`src/tfd_pkg.sv`:
```
// Types and constants of the touch frame decoder.
// No dependencies; used by every module of the block by scoped names.
`default_nettype none

package tfd_pkg;

  // Frame layout.
  localparam logic [4:0] POS_HDR0       = 5'd0;
  localparam logic [4:0] POS_HDR1       = 5'd1;
  localparam logic [4:0] POS_LEN        = 5'd2;
  localparam logic [4:0] POS_CONTACT    = 5'd3;
  localparam logic [4:0] POS_FIRST_SLOT = 5'd5;
  localparam logic [4:0] POS_LAST_SLOT  = 5'd24;
  localparam logic [4:0] POS_LAST       = 5'd25;
  localparam logic [4:0] POS_DONE       = 5'd26;
  localparam logic [2:0] MAX_SLOTS      = 3'd5;

  // Byte phases inside one slot's four bytes.
  localparam logic [1:0] PH_X_HI = 2'd0;
  localparam logic [1:0] PH_X_LO = 2'd1;
  localparam logic [1:0] PH_Y_HI = 2'd2;
  localparam logic [1:0] PH_Y_LO = 2'd3;

  localparam logic [7:0] HDR_BYTE  = 8'hAA;
  localparam logic [7:0] LEN_MASK  = 8'h3F;
  localparam logic [7:0] LEN_VALUE = 8'd26;

  // x = rx * 800 / 1792 = ((rx * 25) >> 3) / 7, and x < 800 exactly when rx < 1792.
  localparam logic [11:0] RX_LIMIT = 12'd1792;
  localparam logic [15:0] X_RECIP  = 16'd9363;

  localparam logic [10:0] Y_LIMIT     = 11'd480;
  localparam logic [10:0] Y_LOW_SKIP  = 11'd5;
  localparam logic [10:0] Y_HIGH_SKIP = 11'd475;
  localparam logic [10:0] Y_LOW_BAND  = 11'd15;
  localparam logic [10:0] Y_HIGH_BAND = 11'd460;
  localparam logic [10:0] Y_NUDGE     = 11'd5;

  localparam logic [9:0] X_OUT_LIMIT = 10'd800;
  localparam logic [8:0] Y_OUT_LIMIT = 9'd480;
  localparam logic [3:0] WIDTH_TOUCH = 4'd12;
  localparam logic [3:0] WIDTH_NONE  = 4'd0;

  typedef enum logic [1:0] {
    KIND_POINT   = 2'd0,
    KIND_RELEASE = 2'd1,
    KIND_END     = 2'd2,
    KIND_REJECT  = 2'd3
  } kind_t;

  typedef enum logic [1:0] {
    STR_IDLE     = 2'd0,
    STR_RELEASED = 2'd1,
    STR_CONTACT  = 2'd2
  } strength_t;

  typedef enum logic [1:0] {
    BK_SLOT    = 2'd0,
    BK_RELEASE = 2'd1,
    BK_END     = 2'd2
  } back_state_t;

  typedef struct packed {
    logic ok;
    logic contact;
  } frame_hdr_t;

  typedef struct packed {
    logic       x_ok;
    logic [9:0] x;
    logic       y_ok;
    logic       skip;
    logic [8:0] y_adj;
  } slot_rec_t;

  typedef struct packed {
    kind_t      kind;
    logic [2:0] slot;
    logic [9:0] x_pos;
    logic [8:0] y_pos;
    logic [3:0] width;
    logic       pressed;
    logic       last;
  } result_t;

endpackage

`default_nettype wire

```
`src/tfd_front.sv`:
```
// Front end: accepts frame bytes, checks the header and XOR sum, and decodes
// each slot's coordinates as its bytes arrive. Depends on tfd_pkg.
`default_nettype none

module tfd_front #(
  parameter int SLOT_COUNT = 5,
  localparam int SIDX_W = (SLOT_COUNT > 1) ? $clog2(SLOT_COUNT) : 1
) (
  input  wire logic                                   clk,
  input  wire logic                                   rst,
  input  wire logic                                   in_valid,
  output logic                                        in_stall,
  input  wire logic [7:0]                             frame_byte,
  input  wire logic                                   frame_start,
  input  wire logic                                   q_full,
  output logic                                        push,
  output tfd_pkg::frame_hdr_t                         push_hdr,
  output tfd_pkg::slot_rec_t [SLOT_COUNT-1:0]         push_slots
);

  logic [4:0]  pos;
  logic [4:0]  pos_eff;
  logic [7:0]  xor_acc;
  logic [7:0]  xor_next;
  logic        hdr_ok;
  logic        contact;
  logic [11:0] rx;
  logic [3:0]  ry_hi;
  logic        take;
  logic [4:0]  off;
  logic [2:0]  sidx;
  logic [1:0]  phase;
  logic        in_slot;

  logic [16:0] rx25;
  logic [13:0] x_div8;
  logic [29:0] x_prod;
  logic        x_ok_c;
  logic [11:0] ry;
  logic [15:0] ry15;
  logic [10:0] y_c;
  logic [10:0] y_adj_c;

  tfd_pkg::slot_rec_t [SLOT_COUNT-1:0] slots;

  assign in_stall = q_full;

  // A start byte always restarts collection at byte 0.
  assign pos_eff  = frame_start ? tfd_pkg::POS_HDR0 : pos;
  assign xor_next = (frame_start ? 8'd0 : xor_acc) ^ frame_byte;
  assign take     = in_valid && !q_full && (pos_eff < tfd_pkg::POS_DONE);

  assign off     = pos_eff - tfd_pkg::POS_FIRST_SLOT;
  assign sidx    = off[4:2];
  assign phase   = off[1:0];
  assign in_slot = (pos_eff >= tfd_pkg::POS_FIRST_SLOT) && (pos_eff <= tfd_pkg::POS_LAST_SLOT)
                   && (sidx < 3'(SLOT_COUNT));

  // x from the stored raw x: multiply by 25, drop three bits, divide by seven.
  assign rx25   = 17'({rx, 4'b0000}) + 17'({rx, 3'b000}) + 17'(rx);
  assign x_div8 = rx25[16:3];
  assign x_prod = 30'(x_div8) * 30'(tfd_pkg::X_RECIP);
  assign x_ok_c = rx < tfd_pkg::RX_LIMIT;

  // y = ry * 15 / 32, then the edge bands are nudged outwards, towards the nearer edge.
  assign ry   = {ry_hi, frame_byte};
  assign ry15 = {ry, 4'b0000} - 16'(ry);
  assign y_c  = ry15[15:5];

  always_comb begin
    if (y_c <= tfd_pkg::Y_LOW_BAND) begin
      y_adj_c = y_c - tfd_pkg::Y_NUDGE;
    end else if (y_c >= tfd_pkg::Y_HIGH_BAND) begin
      y_adj_c = y_c + tfd_pkg::Y_NUDGE;
    end else begin
      y_adj_c = y_c;
    end
  end

  always_ff @(posedge clk) begin
    if (rst) begin
      pos     <= tfd_pkg::POS_HDR0;
      xor_acc <= 8'd0;
    end else if (take) begin
      pos     <= pos_eff + 5'd1;
      xor_acc <= xor_next;
    end
  end

  always_ff @(posedge clk) begin
    if (take) begin
      case (pos_eff)
        tfd_pkg::POS_HDR0:    hdr_ok  <= (frame_byte == tfd_pkg::HDR_BYTE);
        tfd_pkg::POS_HDR1:    hdr_ok  <= hdr_ok && (frame_byte == tfd_pkg::HDR_BYTE);
        tfd_pkg::POS_LEN:     hdr_ok  <= hdr_ok
                                         && ((frame_byte & tfd_pkg::LEN_MASK) == tfd_pkg::LEN_VALUE);
        tfd_pkg::POS_CONTACT: contact <= (frame_byte != 8'd0);
        default: ;
      endcase
      if (in_slot) begin
        case (phase)
          tfd_pkg::PH_X_HI: rx[11:8] <= frame_byte[3:0];
          tfd_pkg::PH_X_LO: rx[7:0]  <= frame_byte;
          tfd_pkg::PH_Y_HI: begin
            ry_hi                         <= frame_byte[3:0];
            slots[sidx[SIDX_W-1:0]].x_ok  <= x_ok_c;
            slots[sidx[SIDX_W-1:0]].x     <= x_prod[25:16];
          end
          default: begin
            slots[sidx[SIDX_W-1:0]].y_ok  <= (y_c < tfd_pkg::Y_LIMIT);
            slots[sidx[SIDX_W-1:0]].skip  <= (y_c <= tfd_pkg::Y_LOW_SKIP)
                                             || (y_c >= tfd_pkg::Y_HIGH_SKIP);
            slots[sidx[SIDX_W-1:0]].y_adj <= y_adj_c[8:0];
          end
        endcase
      end
    end
  end

  assign push             = take && (pos_eff == tfd_pkg::POS_LAST);
  assign push_hdr.ok      = hdr_ok && (xor_next == 8'd0);
  assign push_hdr.contact = contact;
  assign push_slots       = slots;

endmodule

`default_nettype wire

```
`src/tfd_queue.sv`:
```
// Two-entry queue of decoded frames between the front and back ends.
// Depends on tfd_pkg.
`default_nettype none

module tfd_queue #(
  parameter int SLOT_COUNT = 5
) (
  input  wire logic                                   clk,
  input  wire logic                                   rst,
  input  wire logic                                   push,
  input  wire tfd_pkg::frame_hdr_t                    push_hdr,
  input  wire tfd_pkg::slot_rec_t [SLOT_COUNT-1:0]    push_slots,
  output logic                                        full,
  output logic                                        head_valid,
  output tfd_pkg::frame_hdr_t                         head_hdr,
  output tfd_pkg::slot_rec_t [SLOT_COUNT-1:0]         head_slots,
  input  wire logic                                   pop
);

  tfd_pkg::frame_hdr_t                 hdr_mem   [2];
  tfd_pkg::slot_rec_t [SLOT_COUNT-1:0] slots_mem [2];
  logic       wr_ptr;
  logic       rd_ptr;
  logic [1:0] count;

  assign full       = (count == 2'd2);
  assign head_valid = (count != 2'd0);
  assign head_hdr   = hdr_mem[rd_ptr];
  assign head_slots = slots_mem[rd_ptr];

  always_ff @(posedge clk) begin
    if (rst) begin
      wr_ptr <= 1'b0;
      rd_ptr <= 1'b0;
      count  <= 2'd0;
    end else begin
      if (push) begin
        wr_ptr <= !wr_ptr;
      end
      if (pop) begin
        rd_ptr <= !rd_ptr;
      end
      if (push && !pop) begin
        count <= count + 2'd1;
      end else if (pop && !push) begin
        count <= count - 2'd1;
      end
    end
  end

  always_ff @(posedge clk) begin
    if (push) begin
      hdr_mem[wr_ptr]   <= push_hdr;
      slots_mem[wr_ptr] <= push_slots;
    end
  end

endmodule

`default_nettype wire

```
`src/tfd_back.sv`:
```
// Back end: walks the slots of each decoded frame, keeps slot strength and
// drives the result register. Depends on tfd_pkg.
`default_nettype none

module tfd_back #(
  parameter int SLOT_COUNT = 5,
  localparam int SIDX_W = (SLOT_COUNT > 1) ? $clog2(SLOT_COUNT) : 1
) (
  input  wire logic                                   clk,
  input  wire logic                                   rst,
  input  wire logic                                   q_valid,
  input  wire tfd_pkg::frame_hdr_t                    q_hdr,
  input  wire tfd_pkg::slot_rec_t [SLOT_COUNT-1:0]    q_slots,
  output logic                                        q_pop,
  output logic                                        out_valid,
  input  wire logic                                   out_stall,
  output tfd_pkg::result_t                            out_res
);

  tfd_pkg::back_state_t state;
  tfd_pkg::back_state_t state_next;
  logic [SIDX_W-1:0]    idx;
  logic [SIDX_W-1:0]    idx_next;
  tfd_pkg::strength_t   strength [SLOT_COUNT];

  logic               adv;
  logic               go;
  logic               last_slot;
  tfd_pkg::slot_rec_t rec;
  tfd_pkg::strength_t eff;
  logic               emit;
  tfd_pkg::result_t   res;
  logic               str_we;
  tfd_pkg::strength_t str_wd;

  assign adv       = !out_valid || !out_stall;
  assign go        = q_valid && adv;
  assign last_slot = (idx == SIDX_W'(SLOT_COUNT - 1));
  assign rec       = q_slots[idx];

  // A slot inside the panel takes its strength from this frame; otherwise it keeps the old one.
  always_comb begin
    if (rec.x_ok && rec.y_ok) begin
      eff = q_hdr.contact ? tfd_pkg::STR_CONTACT : tfd_pkg::STR_RELEASED;
    end else begin
      eff = strength[idx];
    end
  end

  always_comb begin
    state_next = state;
    idx_next   = idx;
    if (go) begin
      unique case (state)
        tfd_pkg::BK_SLOT: begin
          if (!q_hdr.ok) begin
            idx_next = '0;
          end else if (!rec.skip && rec.x_ok && (eff == tfd_pkg::STR_RELEASED)) begin
            state_next = tfd_pkg::BK_RELEASE;
          end else if (last_slot) begin
            state_next = tfd_pkg::BK_END;
          end else begin
            idx_next = idx + 1'b1;
          end
        end
        tfd_pkg::BK_RELEASE: begin
          if (last_slot) begin
            state_next = tfd_pkg::BK_END;
          end else begin
            state_next = tfd_pkg::BK_SLOT;
            idx_next   = idx + 1'b1;
          end
        end
        tfd_pkg::BK_END: begin
          state_next = tfd_pkg::BK_SLOT;
          idx_next   = '0;
        end
        default: begin
          state_next = tfd_pkg::BK_SLOT;
          idx_next   = '0;
        end
      endcase
    end
  end

  always_comb begin
    emit        = 1'b0;
    q_pop       = 1'b0;
    str_we      = 1'b0;
    str_wd      = eff;
    res         = '0;
    res.kind    = tfd_pkg::KIND_POINT;
    res.slot    = 3'(idx);
    if (go) begin
      unique case (state)
        tfd_pkg::BK_SLOT: begin
          if (!q_hdr.ok) begin
            emit     = 1'b1;
            q_pop    = 1'b1;
            res.kind = tfd_pkg::KIND_REJECT;
            res.slot = 3'd0;
            res.last = 1'b1;
          end else begin
            str_we = 1'b1;
            if (!rec.skip && (eff != tfd_pkg::STR_IDLE)) begin
              if (rec.x_ok) begin
                emit        = 1'b1;
                res.x_pos   = rec.x;
                res.y_pos   = rec.y_adj;
                res.width   = q_hdr.contact ? tfd_pkg::WIDTH_TOUCH : tfd_pkg::WIDTH_NONE;
                res.pressed = (eff == tfd_pkg::STR_CONTACT);
              end else if (eff == tfd_pkg::STR_RELEASED) begin
                emit     = 1'b1;
                res.kind = tfd_pkg::KIND_RELEASE;
                str_wd   = tfd_pkg::STR_IDLE;
              end
            end
          end
        end
        tfd_pkg::BK_RELEASE: begin
          emit     = 1'b1;
          res.kind = tfd_pkg::KIND_RELEASE;
          str_we   = 1'b1;
          str_wd   = tfd_pkg::STR_IDLE;
        end
        tfd_pkg::BK_END: begin
          emit     = 1'b1;
          q_pop    = 1'b1;
          res.kind = tfd_pkg::KIND_END;
          res.slot = 3'd0;
          res.last = 1'b1;
        end
        default: ;
      endcase
    end
  end

  always_ff @(posedge clk) begin
    if (rst) begin
      state     <= tfd_pkg::BK_SLOT;
      idx       <= '0;
      out_valid <= 1'b0;
      for (int i = 0; i < SLOT_COUNT; i++) begin
        strength[i] <= tfd_pkg::STR_IDLE;
      end
    end else begin
      state <= state_next;
      idx   <= idx_next;
      if (str_we) begin
        strength[idx] <= str_wd;
      end
      if (adv) begin
        out_valid <= emit;
      end
    end
  end

  always_ff @(posedge clk) begin
    if (adv && emit) begin
      out_res <= res;
    end
  end

endmodule

`default_nettype wire

```
`src/touch_frame_decoder_unit.sv`:
```
// Touch frame decoder, top level: front end, frame queue and back end.
// Depends on tfd_pkg, tfd_front, tfd_queue and tfd_back.
//
// Takes one 26-byte touch frame a byte at a time, up to one byte per clock.
// Each slot's coordinates are decoded while its bytes arrive, so a complete
// frame enters a two-entry queue in the cycle its last byte is accepted.
// The back end then walks the slots in turn, giving point reports and
// release notices, and ends each frame with a frame-end result; a rejected
// frame gives a single reject result. Results leave through a single
// output register. The input is stalled only while both queue entries hold
// frames not yet reported.
`default_nettype none

module touch_frame_decoder_unit #(
  parameter int SLOT_COUNT = 5
) (
  input  wire logic       clk,
  input  wire logic       rst,
  input  wire logic       in_valid,
  output logic            in_stall,
  input  wire logic [7:0] frame_byte,
  input  wire logic       frame_start,
  output logic            out_valid,
  input  wire logic       out_stall,
  output logic [1:0]      kind,
  output logic [2:0]      slot,
  output logic [9:0]      x_pos,
  output logic [8:0]      y_pos,
  output logic [3:0]      contact_width,
  output logic            pressed,
  output logic            last
);

  logic                                q_full;
  logic                                push;
  tfd_pkg::frame_hdr_t                 push_hdr;
  tfd_pkg::slot_rec_t [SLOT_COUNT-1:0] push_slots;
  logic                                q_valid;
  tfd_pkg::frame_hdr_t                 q_hdr;
  tfd_pkg::slot_rec_t [SLOT_COUNT-1:0] q_slots;
  logic                                q_pop;
  tfd_pkg::result_t                    out_res;

  tfd_front #(.SLOT_COUNT(SLOT_COUNT)) u_front (
    .clk        (clk),
    .rst        (rst),
    .in_valid   (in_valid),
    .in_stall   (in_stall),
    .frame_byte (frame_byte),
    .frame_start(frame_start),
    .q_full     (q_full),
    .push       (push),
    .push_hdr   (push_hdr),
    .push_slots (push_slots)
  );

  tfd_queue #(.SLOT_COUNT(SLOT_COUNT)) u_queue (
    .clk       (clk),
    .rst       (rst),
    .push      (push),
    .push_hdr  (push_hdr),
    .push_slots(push_slots),
    .full      (q_full),
    .head_valid(q_valid),
    .head_hdr  (q_hdr),
    .head_slots(q_slots),
    .pop       (q_pop)
  );

  tfd_back #(.SLOT_COUNT(SLOT_COUNT)) u_back (
    .clk      (clk),
    .rst      (rst),
    .q_valid  (q_valid),
    .q_hdr    (q_hdr),
    .q_slots  (q_slots),
    .q_pop    (q_pop),
    .out_valid(out_valid),
    .out_stall(out_stall),
    .out_res  (out_res)
  );

  assign kind          = out_res.kind;
  assign slot          = out_res.slot;
  assign x_pos         = out_res.x_pos;
  assign y_pos         = out_res.y_pos;
  assign contact_width = out_res.width;
  assign pressed       = out_res.pressed;
  assign last          = out_res.last;

endmodule

`default_nettype wire

```
`config.mk`:
```
export PLATFORM = sky130hd
export DESIGN_NAME = touch_frame_decoder_unit
export DESIGN_NICKNAME = d
export VERILOG_FILES = /design/src/tfd_pkg.sv /design/src/tfd_front.sv /design/src/tfd_queue.sv /design/src/tfd_back.sv /design/src/touch_frame_decoder_unit.sv
export SDC_FILE = /design/constraint.sdc
export NUM_CORES = 1
export LEC_CHECK = 0
export BUFFER_PORTS_ARGS = -buffer_cell sky130_fd_sc_hd__buf_2
export CAP_MARGIN = 10
export CELL_PAD_IN_SITES_DETAIL_PLACEMENT = 1
export CELL_PAD_IN_SITES_GLOBAL_PLACEMENT = 1
export CORE_MARGIN = 8
export CORE_UTILIZATION = 40
export DETAILED_ROUTE_END_ITERATION = 10
export PLACE_DENSITY = 0.72
export RECOVER_POWER = 50
export SLEW_MARGIN = 20
export SYNTH_ARGS = -nofsm -noshare
export SYNTH_HDL_FRONTEND = slang
export SYNTH_SLANG_ARGS = --single-unit
```
`constraint.sdc`:
```
create_clock -name clk -period 20.6 [get_ports clk]
set_input_delay 1.03 -clock clk [delete_from_list [all_inputs] [get_ports clk]]
set_output_delay 1.03 -clock clk [all_outputs]
set_load 0.02 [all_outputs]
```
==> impl_metrics.tcl, run 1 <==
set metrics [dict create \
    drv_cap 5 \
    rows 84 \
    drc_errors 0 \
    ys.flop_type "edfxtp_1" \
    cts_hold_buf 0 \
    grt_use_total_pct 15.82 \
    grt_pass1_wl_mm 75.45 \
    p_leak_nw 8.629 \
    wl_per_cell_microns 20.80 \
    clock_latency_ns 0.58 \
    ir_worst_vdd_mv 0.05793 \
    htree_levels 2 \
    fmax_mhz 124.9 \
    total_power_mw 1.763 \
    numPortBuffers 42 \
    drtPass1Iterations 5 \
    final_cells 2302 \
    pwr_density_cell_nw_per_um2 75.45 \
    worst_slack_ns 12.59 \
    setup_tns_ns 0 \
    rsz0062_at_grt "no" \
    whs_ns 0.4213 \
    coreArea_sq_um 52240 \
    cts_root_buffer "clkbuf_16" \
    ctsResizeCount 0 \
    diodes 0 \
    ys_seq_area_share_pct 58.97 \
    synth_area_leaders "edfxtp_1 56%, ha_1 7.3%, mux4_2 5.1%" \
    antenna_found_initial 0 \
    synth_area_sq_um 21030 \
    slew_headroom_pct -123.5 \
    drive_above_1_share_pct 10.35 \
    layout.nets 1756 \
    synth_top_area_cell "edfxtp_1" \
    violations "capacitance limit, slew limit" \
    worst_pin_slew_ns 3.352 \
    io_pins 45 \
    cts_tree "yes" \
    ys_types 91 \
    min_path_cells 0 \
    avgSynthCellArea_sq_um 13.75 \
    die_h_microns 245.3 \
    ff2ff_setup_slack_ns 12.59 \
    min_period_over_period_pct 38.87 \
    final.min_clock_period_ns 8.007 \
    synthCells 1530 \
    worst-r2r-cell-count 27 \
    ys_ff_latch 422 \
    grt_max_degree 66 \
    area_delta_synth_final_pct 11.08 \
    die_area_sq_um 60170 \
    finalSetupViolCount 0 \
    path_clk_slew_ns 0.06 \
    grt_pass1_vias 13540 \
    critical_path.startpoint_type "register" \
    ys_warn_count 0 \
    end_kind "register" \
    cts_buffer_depth 3 \
    die_x_microns 245.3 \
    drtAntennaViolNets 0 \
    r2r-start "u_front.rx[4]" \
    path_class "reg2reg" \
    hold_end "u_queue.slots_mem[1][86]" \
    gp_congestion 0.8244 \
    start_util_pct 40.26 \
    synth_edf_count 395 \
    grt_overflow_total 0 \
    numCtsBuffers 44 \
    min_path_type "reg2reg" \
    synth-async-reset-ratio_pct 0 \
    critPathMaxFanout 5 \
    hold_viol_final 0 \
    post_cts_buffers 0 \
    rr_endpoint "u_front.push_slots[64]" \
    via_per_inst 5.389 \
    arrival_ns 8.28 \
    finalWirelength_mm 47.88 \
    netlist.area_leader.share_pct 56.40 \
    slew_violations 220 \
    status "finished with violations" \
    pre_cts_ws_ns 12.57 \
    synth_common_cells "395 x edfxtp_1, 181 x nor2_1, 123 x ha_1, 111 x inv_1, 57 x nand2_1" \
    vias 12410 \
    required_ns 20.88 \
    yosysMostFrequentCell "edfxtp_1" \
    first_iter_violations 639 \
    place_hpwl_mm 33.42 \
    skew_ns 0.03683 \
    dp_cells 2223 \
    min-delay-start "u_front.push_slots[86]" \
    clkSinkCount 422 \
]
-- final cells by class --
| cell class | count | area, sq um |
|---|---|---|
| clock buffers | 53 | 1135 |
| clock inverters | 26 | 270.3 |
| multi-input cells | 938 | 7968 |
| inverters | 112 | 420.4 |
| repair buffers | 63 | 304.0 |
| flip-flops and latches | 422 | 12400 |
| well taps | 688 | 860.8 |
| fillers | 5282 | 28870 |
-- worst max-delay path: stages (launching register included) --
cell and delay, ns:
edfxtp_1 0.48, fa_1 0.47, ha_1 0.26, fa_1 0.41, a21o_1 0.20, a21oi_1 0.24, o21bai_1 0.10, a21oi_1 0.22
o21bai_1 0.12, a211o_1 0.31, and2_1 0.15, o41a_1 0.39, ha_1 0.33, ha_1 0.31, inv_1 0.07, fa_1 0.53
inv_1 0.05, fa_1 0.45, ha_1 0.31, ha_1 0.35, a2111oi_0 0.43, nand2_1 0.10, o22ai_1 0.22, a21o_1 0.18
a21oi_1 0.12, a311oi_1 0.52, xnor2_1 0.30, nor2_1 0.10
-- cell families (layout without fill, tap and decap cells) --
| group | after synthesis | in the layout | share of synthesized area, % |
|---|---|---|---|
| flip-flops | 422 | 422 | 58.97 |
| AND/OR/NAND/NOR | 407 | 407 | 9.400 |
| AO/OA/AOI/OAI | 221 | 221 | 7.585 |
| buffers and inverters | 171 | 254 | 3.183 |
| adder cells (fa/ha/maj) | 162 | 162 | 11.03 |
| multiplexers | 103 | 103 | 7.889 |
| XOR/XNOR | 43 | 43 | 1.928 |
| other | 1 | 2 | 0.01783 |
-- sequential cells by signal, summed over array words and instances (netlist names), 2 cells and up, named ones only --
name / count
u_front.ry_hi: 4
u_back.strength: 16
u_queue.slots_mem: 220
u_queue.hdr_mem: 4
u_queue.count: 2
u_front.pos: 5
u_front.xor_acc: 8
u_front.rx: 12
u_front.push_slots: 110
u_back.idx: 3
u_back.out_res: 27
u_back.state: 2
-- worst max path at each step --
stage	slack, ns	end	start
CTS	12.53	u_front.push_slots[64]	u_front.rx[4]
global route	11.95	u_back.out_res[17]	register
global placement	12.87	u_front.push_slots[64]	u_front.rx[4]
finish	12.59	u_front.push_slots[64]	u_front.rx[4]
floorplan	12.46	u_queue.hdr_mem[0][0]	frame_start
detailed placement	12.57	u_front.push_slots[64]	u_front.rx[4]
-- cells in the final DEF, fill, tap and decap left out, drive strengths merged, types with 19 or more instances in the layout --
cell type	count
mux2i	46
ha	123
nor2	181
a21oi	34
and2	27
nor3	20
fa	39
edfxtp	395
nand3	25
inv	114
clkinv	19
nand2	57
o22ai	23
o21ai	43
dfxtp	27
buf	20
clkbuf	96
mux4	48
xnor2	26
-- stage by stage --
stage | cell area [sq um] | utilization [%]
after detailed placement | 22030 | 42.18
after global routing | 23360 | 44.72
after global placement | 22030 | 42.18
final | 23360 | 44.72
after CTS | 23440 | 44.87
after floorplan | 21040 | -
-- layer usage --
metal | GRT usage [%] | part of all wire (%) | routed length, microns | vias to the layer above
met4 | 4.381 | 2.0 | 980 | 0
li1 | - | - | - | 5801
met1 | 19.85 | 44 | 20900 | 6295
met2 | 27.95 | 50 | 23950 | 237
met5 | 0 | 0 | 0 | -
met3 | 2.639 | 4.3 | 2048 | 72
-- power by group --
group          switching (mW)  leakage, nW  internal [mW]
clock                   0.333        0.676          0.437
sequential            0.00251         4.13          0.926
combinational          0.0424         3.82         0.0221
Power figures use the tool's default switching activity.
==> run 2: changes to the inputs <==
--- a/config.mk
+++ b/config.mk
@@ -5,6 +5,7 @@
 export SDC_FILE = /design/constraint.sdc
 export NUM_CORES = 1
 export LEC_CHECK = 0
+export ABC_AREA = 1
 export BUFFER_PORTS_ARGS = -buffer_cell sky130_fd_sc_hd__buf_2
 export CAP_MARGIN = 10
 export CELL_PAD_IN_SITES_DETAIL_PLACEMENT = 1
@@ -12,7 +13,7 @@
 export CORE_MARGIN = 8
 export CORE_UTILIZATION = 40
 export DETAILED_ROUTE_END_ITERATION = 10
-export PLACE_DENSITY = 0.72
+export PLACE_DENSITY = 0.77
 export RECOVER_POWER = 50
 export SLEW_MARGIN = 20
 export SYNTH_ARGS = -nofsm -noshare
==> constraint.sdc (replaced) <==
create_clock -name clk -period 7.05 [get_ports clk]
set_input_delay 0.3525 -clock clk [delete_from_list [all_inputs] [get_ports clk]]
set_output_delay 0.3525 -clock clk [all_outputs]
set_load 0.02 [all_outputs]
==> run 2 against run 1 <==
Effect of this change: the run still ends with capacitance limit, slew limit left; sequential share of layout area shrank 1.3 points; clock power grew to 3.2 times the previous value; cell count rose by 23%; synthesized area increased by 1.5%; global-route usage grew 2.8 points; hold slack got worse by 0.37 ns; sequential power grew to 2.9 times the previous value; design area increased by 2.4%; combinational power grew to 8.8 times the previous value; maximum frequency up 18%; first-iteration DRC count rose by 66%; critical path type unchanged; largest power group unchanged.
==> impl_metrics.tcl, run 2 <==
set metrics [dict create \
    status "finished with violations" \
    violations "capacitance limit, slew limit" \
    io_pins 45 \
    cts_root_buffer "clkbuf_16" \
    power_frac_seq_pct 47.3 \
    coreArea_sq_um 52660 \
    avgSynthCellArea_sq_um 10.33 \
    diodes 0 \
    critical_path.startpoint_type "register" \
    ys_types 53 \
    slowest_stage "fa_1" \
    clkSinkCount 422 \
    slowest_delay_ns 0.54 \
    path_clk_slew_ns 0.06 \
    slew_violations 39 \
    path_class "reg2reg" \
    ys_ff_latch 422 \
    cts_buffer_depth 3 \
    synth_top_area_cell "edfxtp_1" \
    numCtsBuffers 44 \
    intPower_mw 4.368 \
    worst-r2r-cell-count 30 \
    drc_errors 0 \
    hold_viol_final 0 \
    dp_cells 2747 \
    skew_ns 0.02499 \
    place_hpwl_mm 39.27 \
    p_clk_share_pct 42.9 \
    regMostFlops "u_queue.slots_mem" \
    wl_per_cell_microns 20.32 \
    cts_tree "yes" \
    vias 15050 \
    grt_pass1_wl_mm 89.87 \
    numPortBuffers 42 \
    grt_use_total_pct 18.66 \
    synth_common_cells "396 x nand2_1, 395 x edfxtp_1, 328 x nor2_1, 222 x inv_1, 127 x o21ai_0" \
    cts_hold_buf 0 \
    layout_commonest_cell "nand2_1" \
    antenna_found_initial 0 \
    combPwrFrac_pct 9.9 \
    layout.nets 2285 \
    drive_above_1_share_pct 6.943 \
    fmax_mhz 147.6 \
    gp_congestion 0.8509 \
    start_util_pct 40.53 \
    fin_util_pct 45.45 \
    clock_latency_ns 0.59 \
    final.min_clock_period_ns 6.773 \
    rows 84 \
    area_delta_synth_final_pct 12.14 \
    ys_seq_area_share_pct 58.11 \
    ys.flop_type "edfxtp_1" \
    p_leak_nw 9.291 \
    synth-async-reset-ratio_pct 0 \
    synth_area_leaders "edfxtp_1 56%, ha_1 7.2%, nand2_1 7.0%" \
    synthCells 2065 \
    min_path_cells 2 \
    drtAntennaViolNets 0 \
    pwr_density_cell_nw_per_um2 241.3 \
    drtPass1Iterations 6 \
    die_h_microns 247.0 \
    switching_power_mw 1.406 \
    arrival_ns 7.06 \
    layout_common_cells "399 x nand2_1, 395 x edfxtp_1, 323 x nor2_1" \
    via_per_inst 5.309 \
    finalWirelength_mm 57.58 \
    r2r-start "u_front.rx[4]" \
    crit_start "u_front.rx[4]" \
    min_period_over_period_pct 96.07 \
    end_kind "register" \
    htree_levels 2 \
    ys_warn_count 0 \
    drv_cap 1 \
    first_iter_violations 1059 \
    die_area_sq_um 61000 \
    slew_headroom_pct -27.26 \
    synth_area_sq_um 21340 \
    hold_end "u_back.state[0]" \
    grt_overflow_total 0 \
    final_cells 2834 \
    rr_endpoint "u_front.push_slots[15]" \
    p_sw_share_pct 24.35 \
    min-delay-start "rst" \
    netlist.area_leader.share_pct 55.58 \
    grt_pass1_vias 16150 \
    required_ns 7.34 \
    synth_edf_count 395 \
    min_path_type "in2reg" \
    ir_worst_vdd_mv 0.1546 \
    yosysMostFrequentCell "nand2_1" \
    finalSetupViolCount 0 \
    grt_max_degree 113 \
    critPathMaxFanout 5 \
    ff2ff_setup_slack_ns 0.28 \
    worst_pin_slew_ns 1.909 \
    largest_reg_flops 220 \
    die_x_microns 247.0 \
    whs_ns 0.04928 \
]
==> run 2: changes by cell type in the layout (fill, tap and decap cells not counted), moves of 15 or more <==
cell and change:
a21oi_1 +26, and2_1 -23, inv_1 +116, mux2i_1 -44, mux4_2 -48, nand2_1 +342
nand3_1 +51, nor2_1 +142, nor2_2 +15, nor2b_1 -16, o21ai_0 +84, xnor2_1 -20
==> run 2: final cells by class <==
cell class / count / area, sq um
clock buffer: 53 / 1197
multi-input combinational: 1349 / 7899
sequential: 422 / 12400
fill: 5759 / 28730
timing repair buffer: 63 / 357.8
inverter: 230 / 865.8
clock inverter: 29 / 346.6
tap: 688 / 860.8
==> run 2: what timing repair did <==
action                                  in CTS  in global routing
endpoints found under the setup margin      10                 45
setup buffers                                0                  4
gates resized for setup                      2                 25
pin swaps                                    0                  5
==> run 2: layer usage <==
| layer | track usage, % | wire (microns) | vias to the layer above |
|---|---|---|---|
| li1 | - | - | 7061 |
| met1 | 23.38 | 24640 | 7545 |
| met2 | 33.46 | 29190 | 344 |
| met3 | 2.579 | 2447 | 96 |
| met4 | 5.023 | 1307 | 0 |
| met5 | 0 | 0 | - |
==> run 2: logic make-up after synthesis <==
family	after synthesis	share of synthesized area, %
AND/OR/NAND/NOR	886	17.11
flip-flops	422	58.11
buffers and inverters	295	5.529
AO/OA/AOI/OAI	264	6.883
adder cells (fa/ha/maj)	162	10.87
XOR/XNOR	34	1.431
other	1	0.01757
multiplexers	1	0.04691
==> run 2: critical path, delay by kind of cell, from the launching register on <==
family                   cells  cell delay (ns)
buffers and inverters        7             0.59
AND/OR/NAND/NOR              8             1.01
adder cells (fa/ha/maj)      8             3.15
flip-flops                   1             0.43
AO/OA/AOI/OAI                6             0.97
XOR/XNOR                     1             0.33
==> run 2: stage by stage <==
step,power [mW],instance area (sq um),setup slack (ns),TNS (ns)
2_1_floorplan,3.154,21340,0.4272,0
3_3_place_gp,3.295,22280,0.2809,0
3_5_place_dp,3.320,22280,-0.05281,-0.2039
4_1_cts,5.795,23830,0.06722,0
5_1_grt,5.966,23930,-0.1151,-0.9567
6_report,5.774,23930,0.2768,0
==> run 2: power by group through the flow <==
stage | combinational [mW] | clock [mW] | sequential (mW)
final | 0.569 | 2.47 | 2.73
after global routing | 0.631 | 2.60 | 2.73
after CTS | 0.545 | 2.52 | 2.73
after detailed placement | 0.536 | 0 | 2.78
after global placement | 0.512 | 0 | 2.78
after floorplan | 0.372 | 0 | 2.78
==> run 2: how the worst max path moves through the flow <==
| stage | endpoint | slack, ns | cells after the start |
|---|---|---|---|
| 2_1_floorplan | u_queue.hdr_mem[1][0] | 0.43 | 7 |
| 3_3_place_gp | u_front.push_slots[40] | 0.28 | 30 |
| 3_5_place_dp | u_front.push_slots[62] | -0.05 | 30 |
| 4_1_cts | u_front.push_slots[62] | 0.07 | 30 |
| 5_1_grt | u_front.push_slots[62] | -0.12 | 30 |
| 6_report | u_front.push_slots[15] | 0.28 | 30 |
